`src/h2sst_pkg.sv`:
```
// Package for the HTTP/2 stream state tracker: codes, table lookups and the
// transition helper shared by the next-state logic and the top level.
// Depends on nothing.
package h2sst_pkg;

   // Operation selector carried in tuser.
   localparam logic [1:0] OP_SEND  = 2'd0;
   localparam logic [1:0] OP_RECV  = 2'd1;
   localparam logic [1:0] OP_EVENT = 2'd2;

   // Frame type codes.
   localparam logic [7:0] FT_DATA          = 8'd0;
   localparam logic [7:0] FT_HEADERS       = 8'd1;
   localparam logic [7:0] FT_PRIORITY      = 8'd2;
   localparam logic [7:0] FT_RST_STREAM    = 8'd3;
   localparam logic [7:0] FT_SETTINGS      = 8'd4;
   localparam logic [7:0] FT_PUSH_PROMISE  = 8'd5;
   localparam logic [7:0] FT_PING          = 8'd6;
   localparam logic [7:0] FT_GOAWAY        = 8'd7;
   localparam logic [7:0] FT_WINDOW_UPDATE = 8'd8;
   localparam logic [7:0] FT_CONTINUATION  = 8'd9;
   localparam logic [7:0] NUM_FRAMES       = 8'd10;

   // Stream event codes.
   localparam logic [1:0] EV_CLOSED_LOCAL  = 2'd0;
   localparam logic [1:0] EV_CLOSED_REMOTE = 2'd1;
   localparam logic [1:0] EV_CANCEL        = 2'd2;
   localparam logic [1:0] EV_EOS_SENT      = 2'd3;

   // Stream states.
   localparam logic [2:0] ST_IDLE        = 3'd0;
   localparam logic [2:0] ST_RSVD_REMOTE = 3'd1;
   localparam logic [2:0] ST_RSVD_LOCAL  = 3'd2;
   localparam logic [2:0] ST_OPEN        = 3'd3;
   localparam logic [2:0] ST_HALF_REMOTE = 3'd4;
   localparam logic [2:0] ST_HALF_LOCAL  = 3'd5;
   localparam logic [2:0] ST_CLOSED      = 3'd6;
   localparam logic [2:0] ST_CLEANUP     = 3'd7;

   // Stored error codes.
   localparam logic [3:0] ERR_NONE     = 4'd0;
   localparam logic [3:0] ERR_PROTOCOL = 4'd1;
   localparam logic [3:0] ERR_INTERNAL = 4'd2;

   // A table entry is a next state, or one of the two special codes.
   typedef logic [3:0] entry_type;
   localparam entry_type ENT_KEEP = 4'd8;
   localparam entry_type ENT_ERR  = 4'd9;

   // Working view of the stream while one transfer is evaluated.
   typedef struct packed {
      logic [2:0] state;
      logic [3:0] err;
      logic       invalid;
      logic       rst;
   } track_type;

   // One result item.
   typedef struct packed {
      logic       is_closed;
      logic       state_changed;
      logic       reset_now;
      logic [3:0] reset_error;
      logic       status_code;
      logic [2:0] stream_state;
   } rsp_type;

   function automatic entry_type to_entry(input logic [2:0] st);
      return {1'b0, st};
   endfunction

   // Transition table for frames sent on the stream.
   function automatic entry_type tx_entry(input logic [7:0] ft, input logic [2:0] st);
      entry_type e;
      e = ENT_KEEP;
      case (ft)
         FT_DATA: begin
            e = (st inside {ST_OPEN, ST_HALF_REMOTE, ST_CLOSED, ST_CLEANUP}) ? ENT_KEEP
                                                                            : ENT_ERR;
         end
         FT_HEADERS: begin
            if (st == ST_RSVD_LOCAL) e = to_entry(ST_HALF_REMOTE);
            else if (st inside {ST_IDLE, ST_RSVD_REMOTE, ST_HALF_LOCAL}) e = ENT_ERR;
            else e = ENT_KEEP;
         end
         FT_RST_STREAM: begin
            e = (st inside {ST_CLOSED, ST_CLEANUP}) ? ENT_KEEP : to_entry(ST_CLOSED);
         end
         FT_PUSH_PROMISE: begin
            e = (st == ST_IDLE) ? to_entry(ST_RSVD_LOCAL) : ENT_ERR;
         end
         FT_SETTINGS, FT_PING, FT_GOAWAY: e = ENT_ERR;
         FT_PRIORITY, FT_WINDOW_UPDATE, FT_CONTINUATION: e = ENT_KEEP;
         default: e = ENT_KEEP;
      endcase
      return e;
   endfunction

   // Transition table for frames received on the stream.
   function automatic entry_type rx_entry(input logic [7:0] ft, input logic [2:0] st);
      entry_type e;
      e = ENT_KEEP;
      case (ft)
         FT_DATA: begin
            e = (st inside {ST_IDLE, ST_RSVD_REMOTE, ST_RSVD_LOCAL, ST_HALF_REMOTE}) ? ENT_ERR
                                                                                   : ENT_KEEP;
         end
         FT_HEADERS: begin
            if (st == ST_IDLE) e = to_entry(ST_OPEN);
            else if (st == ST_RSVD_REMOTE) e = to_entry(ST_HALF_LOCAL);
            else if (st inside {ST_RSVD_LOCAL, ST_HALF_REMOTE}) e = ENT_ERR;
            else e = ENT_KEEP;
         end
         FT_RST_STREAM: begin
            if (st == ST_IDLE) e = ENT_ERR;
            else if (st inside {ST_CLOSED, ST_CLEANUP}) e = ENT_KEEP;
            else e = to_entry(ST_CLOSED);
         end
         FT_PUSH_PROMISE: begin
            e = (st == ST_IDLE) ? to_entry(ST_RSVD_REMOTE) : ENT_ERR;
         end
         FT_SETTINGS, FT_PING, FT_GOAWAY: e = ENT_ERR;
         FT_PRIORITY, FT_WINDOW_UPDATE, FT_CONTINUATION: e = ENT_KEEP;
         default: e = ENT_KEEP;
      endcase
      return e;
   endfunction

   // Transition table for stream events.
   function automatic entry_type ev_entry(input logic [1:0] ev, input logic [2:0] st);
      entry_type e;
      e = ENT_ERR;
      case (ev)
         EV_CLOSED_LOCAL: begin
            if (st == ST_OPEN) e = to_entry(ST_HALF_LOCAL);
            else if (st == ST_HALF_REMOTE) e = to_entry(ST_CLOSED);
            else e = ENT_ERR;
         end
         EV_CLOSED_REMOTE: begin
            if (st == ST_OPEN) e = to_entry(ST_HALF_REMOTE);
            else if (st == ST_HALF_LOCAL) e = to_entry(ST_CLOSED);
            else if (st inside {ST_CLOSED, ST_CLEANUP}) e = ENT_KEEP;
            else e = ENT_ERR;
         end
         EV_CANCEL: begin
            e = (st inside {ST_CLOSED, ST_CLEANUP}) ? ENT_KEEP : to_entry(ST_CLOSED);
         end
         EV_EOS_SENT: begin
            if (st == ST_IDLE) e = ENT_KEEP;
            else if (st == ST_HALF_LOCAL) e = to_entry(ST_CLOSED);
            else if (st == ST_CLOSED) e = to_entry(ST_CLEANUP);
            else e = ENT_ERR;
         end
         default: e = ENT_ERR;
      endcase
      return e;
   endfunction

   // Applies one table entry. An illegal move flags the transfer and, from an
   // open, reserved or half-closed stream, resets it with INTERNAL_ERROR.
   function automatic track_type apply_entry(input entry_type e, input track_type t);
      track_type r;
      r = t;
      if (e == ENT_ERR) begin
         r.invalid = 1'b1;
         if (t.state inside {[ST_RSVD_REMOTE:ST_HALF_LOCAL]}) begin
            r.state = ST_CLOSED;
            r.err   = ERR_INTERNAL;
            r.rst   = 1'b1;
         end
      end else if (e != ENT_KEEP) begin
         r.state = e[2:0];
      end
      return r;
   endfunction

endpackage

```
`src/http2_stream_state_tracker.sv`:
```
// Top level of the HTTP/2 stream state tracker: input register, stream state
// registers and result register around the next-state logic.
// Depends on h2sst_pkg and h2sst_next.
//
// Usage: each transfer on the req channel is one frame sent (tuser = 0), one
// frame received (tuser = 1) or one stream event (tuser = 2). tdata carries
// the frame type and the event code, tlast the END_STREAM flag. Every
// request transfer yields exactly one rsp transfer holding the new stream
// state, the invalid-transition status, the stored error code and the
// reset, changed and closed flags.
// Path: a request taken is held in the input register and its result is then
// loaded into the result register. Throughput: one transfer per cycle while
// rsp is not stalled; the state register is written by the same edge that loads the result register.
// Reset: synchronous; the stream returns to idle with no stored error and
// both the input and result registers empty.
// Stall: while rsp_tready is low the result stays put, the input register
// takes one more transfer and then req_tready drops until the result moves.
module http2_stream_state_tracker
   import h2sst_pkg::*;
(
   input  logic        clock,
   input  logic        reset,
   input  logic        req_tvalid,
   output logic        req_tready,
   input  logic [15:0] req_tdata,  // [7:0] frame_kind, [9:8] event_code, [15:10] zero
   input  logic        req_tlast,  // end_stream
   input  logic [1:0]  req_tuser,  // [1:0] op
   output logic        rsp_tvalid,
   input  logic        rsp_tready,
   output logic [15:0] rsp_tdata   // [2:0] stream_state_out, [3] status_code,
                                   // [7:4] reset_error, [8] reset_now,
                                   // [9] state_changed, [10] is_closed, [15:11] zero
);

   logic       in_valid_ff;
   logic       in_valid_in;
   logic [1:0] in_op_ff;
   logic [7:0] in_ft_ff;
   logic       in_eos_ff;
   logic [1:0] in_ev_ff;
   logic [2:0] state_ff;
   logic [2:0] state_in;
   logic [3:0] err_ff;
   logic [3:0] err_in;
   logic       rsp_valid_ff;
   logic       rsp_valid_in;
   rsp_type    rsp_ff;
   rsp_type    rsp_in;
   logic       advance;
   logic       req_take;

   // Handshake: the held item moves on when the result register is free.
   assign advance    = in_valid_ff && (!rsp_valid_ff || rsp_tready);
   assign req_tready = !in_valid_ff || advance;
   assign req_take   = req_tvalid && req_tready;

   assign in_valid_in  = req_take || (in_valid_ff && !advance);
   assign rsp_valid_in = advance || (rsp_valid_ff && !rsp_tready);

   h2sst_next u_next (
      .op         (in_op_ff),
      .frame_kind (in_ft_ff),
      .end_stream (in_eos_ff),
      .event_code (in_ev_ff),
      .cur_state  (state_ff),
      .cur_err    (err_ff),
      .next_state (state_in),
      .next_err   (err_in),
      .rsp        (rsp_in)
   );

   // Control and stream state registers.
   always_ff @(posedge clock) begin
      if (reset) begin
         in_valid_ff  <= 1'b0;
         rsp_valid_ff <= 1'b0;
         state_ff     <= ST_IDLE;
         err_ff       <= ERR_NONE;
      end else begin
         in_valid_ff  <= in_valid_in;
         rsp_valid_ff <= rsp_valid_in;
         if (advance) begin
            state_ff <= state_in;
            err_ff   <= err_in;
         end
      end
   end

   // Payload registers.
   always_ff @(posedge clock) begin
      if (req_take) begin
         in_op_ff  <= req_tuser;
         in_ft_ff  <= req_tdata[7:0];
         in_eos_ff <= req_tlast;
         in_ev_ff  <= req_tdata[9:8];
      end
      if (advance) begin
         rsp_ff <= rsp_in;
      end
   end

   assign rsp_tvalid = rsp_valid_ff;
   assign rsp_tdata  = {5'b0, rsp_ff};

`ifndef SYNTHESIS
   // A reset always leaves the stream closed with an error code stored.
   a_reset_closes: assert property (@(posedge clock) disable iff (reset)
      (rsp_valid_ff && rsp_ff.reset_now) |->
         ((rsp_ff.stream_state == ST_CLOSED) && (rsp_ff.reset_error != ERR_NONE)))
      else $error("reset_now without closed state and stored error");

   // The state register tracks the state reported in the latest result.
   a_state_matches: assert property (@(posedge clock) disable iff (reset)
      advance |=> ((state_ff == rsp_ff.stream_state) && (err_ff == rsp_ff.reset_error)))
      else $error("stream state register disagrees with result");

   // A held request is not dropped while the result side is blocked.
   a_hold_input: assert property (@(posedge clock) disable iff (reset)
      (in_valid_ff && !advance) |=> in_valid_ff)
      else $error("held request lost under stall");

   // A result waiting on a stalled receiver is kept.
   a_hold_result: assert property (@(posedge clock) disable iff (reset)
      (rsp_valid_ff && !rsp_tready) |=> (rsp_valid_ff && $stable(rsp_ff)))
      else $error("pending result lost or changed under stall");
`endif

endmodule

```
`src/h2sst_next.sv`:
```
// Next-state logic of the HTTP/2 stream state tracker: one table lookup, the
// trailer check, an optional follow-on close, and the result item for one transfer.
// Depends on h2sst_pkg.
module h2sst_next
   import h2sst_pkg::*;
(
   input  logic [1:0] op,
   input  logic [7:0] frame_kind,
   input  logic       end_stream,
   input  logic [1:0] event_code,
   input  logic [2:0] cur_state,
   input  logic [3:0] cur_err,
   output logic [2:0] next_state,
   output logic [3:0] next_err,
   output rsp_type    rsp
);

   track_type start;
   track_type first;
   track_type closed;
   track_type from_event;
   track_type final_t;
   entry_type frame_entry;
   logic      is_frame;
   logic      trailer;
   logic [1:0] close_event;

   // Frame lookup, the follow-on close and the event path side by side.
   always_comb begin
      start       = '{state: cur_state, err: cur_err, invalid: 1'b0, rst: 1'b0};
      is_frame    = ((op == OP_SEND) || (op == OP_RECV)) && (frame_kind < NUM_FRAMES);
      frame_entry = (op == OP_SEND) ? tx_entry(frame_kind, cur_state)
                                    : rx_entry(frame_kind, cur_state);
      trailer     = (frame_entry != ENT_ERR) && (op == OP_RECV) &&
                    (frame_kind == FT_HEADERS) && (cur_state == ST_OPEN) && !end_stream;
      first       = apply_entry(frame_entry, start);
      close_event = (op == OP_SEND) ? EV_CLOSED_LOCAL : EV_CLOSED_REMOTE;
      closed      = apply_entry(ev_entry(close_event, first.state), first);
      from_event  = apply_entry(ev_entry(event_code, cur_state), start);

      final_t = start;
      if (is_frame) begin
         if (trailer) begin
            final_t       = start;
            final_t.state = ST_CLOSED;
            final_t.err   = ERR_PROTOCOL;
            final_t.rst   = 1'b1;
         end else if ((frame_entry != ENT_ERR) && end_stream && (frame_kind <= FT_HEADERS)) begin
            final_t = closed;
         end else begin
            final_t = first;
         end
      end else if (op == OP_EVENT) begin
         final_t = from_event;
      end
   end

   // Result item fields.
   always_comb begin
      next_state        = final_t.state;
      next_err          = final_t.err;
      rsp.stream_state  = final_t.state;
      rsp.status_code   = final_t.invalid;
      rsp.reset_error   = final_t.err;
      rsp.reset_now     = final_t.rst;
      rsp.state_changed = (final_t.state != cur_state);
      rsp.is_closed     = (final_t.state >= ST_CLOSED);
   end

endmodule

```
`config.mk`:
```
export PLATFORM = sky130hd
export DESIGN_NAME = http2_stream_state_tracker
export DESIGN_NICKNAME = d
export VERILOG_FILES = /design/src/h2sst_pkg.sv /design/src/http2_stream_state_tracker.sv /design/src/h2sst_next.sv
export SDC_FILE = /design/constraint.sdc
export NUM_CORES = 1
export LEC_CHECK = 0
export BUFFER_PORTS_ARGS = -buffer_cell sky130_fd_sc_hd__buf_4
export CAP_MARGIN = 20
export CORE_AREA = 2 2 69 71
export DETAILED_ROUTE_END_ITERATION = 10
export DIE_AREA = 0 0 71 73
export PLACE_DENSITY = 0.74
export SLEW_MARGIN = 5
export SYNTH_ARGS = -nofsm -noshare
export SYNTH_HDL_FRONTEND = slang
export SYNTH_HIERARCHICAL = 1
export SYNTH_SLANG_ARGS = --single-unit
```
`constraint.sdc`:
```
create_clock -name clock -period 2.9 [get_ports clock]
set_input_delay 0.58 -clock clock [delete_from_list [all_inputs] [get_ports clock]]
set_output_delay 0.58 -clock clock [all_outputs]
set_load 0.005 [all_outputs]
```
==> summary.txt <==
Route
  • Post-DRT Antenna Nets: 0
  • Total number of vias: 1861
  • Routed len/inst: 13.9 um
  • Remaining DRCs: 0
  • Via density: 5.54
  • DR pass1 iterations: 5
  • Initial drt markers: 107
  • Total wire length: 4680 um

Yosys
  • Register area share after synthesis: 41.8%
  • Number of flops mapped to enable cells by yosys: 24
  • Ys async rst share: 0%
  • Netlist cell types: 60
  • Mean post-synth cell area: 9.40 um^2
  • YS warnings: 6
  • Yosys reg bits: 33
  • Multiplexer area fraction after synthesis: 3.95%
  • Synth Area in Compound Gates: 17.6%
  • Mapped Area: 2150 um^2
  • Synth Instances: 229
  • Main flop type after synthesis: edfxtp_1
  • Synth Area in Simple Gates: 27.4%
  • Post-Synth XOR/XNOR Area: 0.407%
  • Area share of fa/ha/maj cells after synthesis: 0%
  • Main combinational cell family by area after synthesis: simple AND/OR/NAND/NOR gates

STA
  • RSZ-0062 raised after global routing: true
  • Fin Hold WS: 0.461 ns
  • Skew final: 0.00705 ns
  • Final Hold Violating Endpoints: 0
  • Crit share post-route: 99.8%
  • Fmax achieved: 345 MHz
  • Fin crit period: 2.90 ns
  • Total Neg Setup Slack: 0 ns
  • Worst Setup Slack, final: 0.00483 ns
  • Max-slew violations: 0
  • Final setup vio count: 0

Floorplanning
  • IO Pins: 41
  • Initial Util: 47.5%
  • Die area: 5180 um^2
  • FP Rows: 25
  • Die extent in y: 73 um
  • Die Wd: 71 um
  • Core area: 4540 um^2

Global routing
  • Vias in the first global route: 1770
  • Tot GR Track Use: 19.4%
  • Antenna violations before repair: 0
  • Global-route wire length before repair: 7800 um
  • GRT overflow: 0
  • Pin count of the biggest net entering global routing: 19

Placement
  • DP Wirelength: 3400 um
  • Post-Place Setup Slack: -0.0560 ns
  • I/O Buffers: 29
  • Routability cong.: 0.878
  • Placed cell area: 2530 um^2

Worst setup path
  • Setup crit start kind: register
  • Critical Path AT: 2.93 ns
  • CP Max Fanout: 5
  • Bufs and invs on worst path: 0
  • Reg2reg setup slack: 0.005 ns
  • Data required, critical path: 2.93 ns
  • Worst Setup EP: rsp_tdata[9]$_DFFE_PP_
  • Critical path capture point type: register
  • Crit path kind: register to register
  • Critical path depth: 8
  • FF-to-FF Start: in_ft_ff[6]$_DFFE_PP_
  • RR Endpoint: rsp_tdata[9]$_DFFE_PP_
  • CP delay by family, top: simple AND/OR/NAND/NOR gates
  • Setup crit start: in_ft_ff[6]$_DFFE_PP_
  • CP Cell Sequence: or4_4 -> nor2_8 -> nand4_4 -> o31a_1 -> or3_1 -> o22ai_2 -> nor3_1 -> or4b_1
  • Crit path largest cell delay: 0.63 ns
  • Depth of the most critical reg-to-reg path: 8
  • Critical path's slowest cell: or4_4

Clock tree
  • Root buf cell: clkbuf_8
  • Htree depth: 2
  • Reg clk slew, reported paths: 0.07 ns
  • Hold-fix buffers, CTS: 0
  • CTS buffer count: 5
  • Clock Latency Late Sink: 0.29 ns
  • Sink Count: 33
  • Clk buf depth: 2
  • CTS tree: yes

Cells and area
  • Layout cells sized above 1: 31.9%
  • Final nets: 304
  • Post-route cell area: 2680 um^2
  • Most frequent cells in the layout: 65 x buf_4, 24 x edfxtp_1, 20 x nor2_1
  • Commonest non-fill, non-tap cell in the layout: buf_4
  • Layout area overhead: 24.3%
  • Number of diodes: 0

Outcome
  • Status: completed

Power
  • Maximum vdd ir drop: 358 uV
  • P_leak: 1.02 nW
  • Pwr per Cell Area: 378 nW/um^2

Flow run
  • Max-cap violations: 0

Min path
  • Worst Hold Class: primary input to register
-- logic make-up after synthesis --
group,after synthesis
buf+inv,31
flops,33
simple gates,98
other cells,1
compound gates,57
xor+xnor,1
mux,8
-- where the power goes --
| group | switching, mW | internal, mW | total, mW |
|---|---|---|---|
| registers | 0.0149 | 0.527 | 0.542 |
| logic | 0.0627 | 0.0650 | 0.128 |
| clock network | 0.177 | 0.165 | 0.343 |
| total | 0.255 | 0.758 | 1.01 |
-- per-stage QoR --
step | power (mW) | instances | util, %
4_1_cts | 1.02 | 335 | 58.8
5_1_grt | 1.05 | 336 | 59.0
3_5_place_dp | 0.674 | 324 | 55.9
2_1_floorplan | 0.625 | 233 | -
6_report | 1.01 | 336 | 59.0
3_3_place_gp | 0.671 | 324 | 55.9
-- Yosys cell counts (all sizes together) (2+ instances only) --
cell type  number  share of area, %
and3            2              0.58
nand2           9               1.6
nor3           13               3.5
nor2           21               4.4
nor2b           5               1.9
clkbuf          4              0.70
nand3           5               1.2
o22ai           2              0.87
a211oi          3               1.3
or3             2              0.58
a21oi          15               3.5
o2111ai         2              0.81
or2             3              0.87
and2            5               1.5
o31a            2              0.81
buf            20               6.7
nor4b           2              0.81
o21ai          15               3.5
mux2i           7               3.3
nand3b          2              0.70
o21bai          4               1.4
or4             2              0.87
dfxtp           9               8.4
nand2b         19               5.5
a211o           2              0.81
edfxtp         24                33
o221ai          2              0.81
o21a            2              0.70
nand4           3               1.6
inv             7               1.2
-- timing repair --
item	in CTS	in global routing
setup endpoints to repair	1	2
gates resized for setup	4	2
hold endpoints to repair	0	0
buffers inserted	3	1
pin swaps	3	3
-- how the worst min path moves through the flow --
stage | startpoint | to | depth (start not counted)
2_1_floorplan | err_ff[2]$_SDFFE_PP0P_ | err_ff[2]$_SDFFE_PP0P_ | 2
3_3_place_gp | err_ff[3]$_SDFFE_PP0P_ | err_ff[3]$_SDFFE_PP0P_ | 2
3_5_place_dp | err_ff[1]$_SDFFE_PP0P_ | err_ff[1]$_SDFFE_PP0P_ | 2
4_1_cts | req_tdata[8] | in_ev_ff[0]$_DFFE_PP_ | 1
5_1_grt | req_tdata[8] | in_ev_ff[0]$_DFFE_PP_ | 1
6_report | req_tdata[8] | in_ev_ff[0]$_DFFE_PP_ | 1
-- per-layer routing --
| metal | global-route usage [%] | part of all wire [%] |
|---|---|---|
| met1 | 22.1 | 42 |
| met3 | 4.42 | 6.3 |
| met5 | 0 | 0 |
| met2 | 34.2 | 48 |
| met4 | 9.85 | 3.6 |
-- sequential cells by signal (all words and copies together), names as in the netlist --
name and count:
rsp_tvalid 1, state_ff 3, in_eos_ff 1, in_op_ff 2
in_ft_ff 8, in_ev_ff 2, err_ff 4, rsp_tdata 11
in_valid_ff 1
-- final cells by class --
class / instances / area, um^2
clock buffers: 5 / 68.8
clock inverters: 3 / 17.5
fillers: 383 / 1860
inverters: 7 / 26.3
multi-input cells: 169 / 1110
flip-flops and latches: 33 / 902
well taps: 54 / 67.6
repair buffers: 65 / 488
Power figures use the tool's default switching activity.
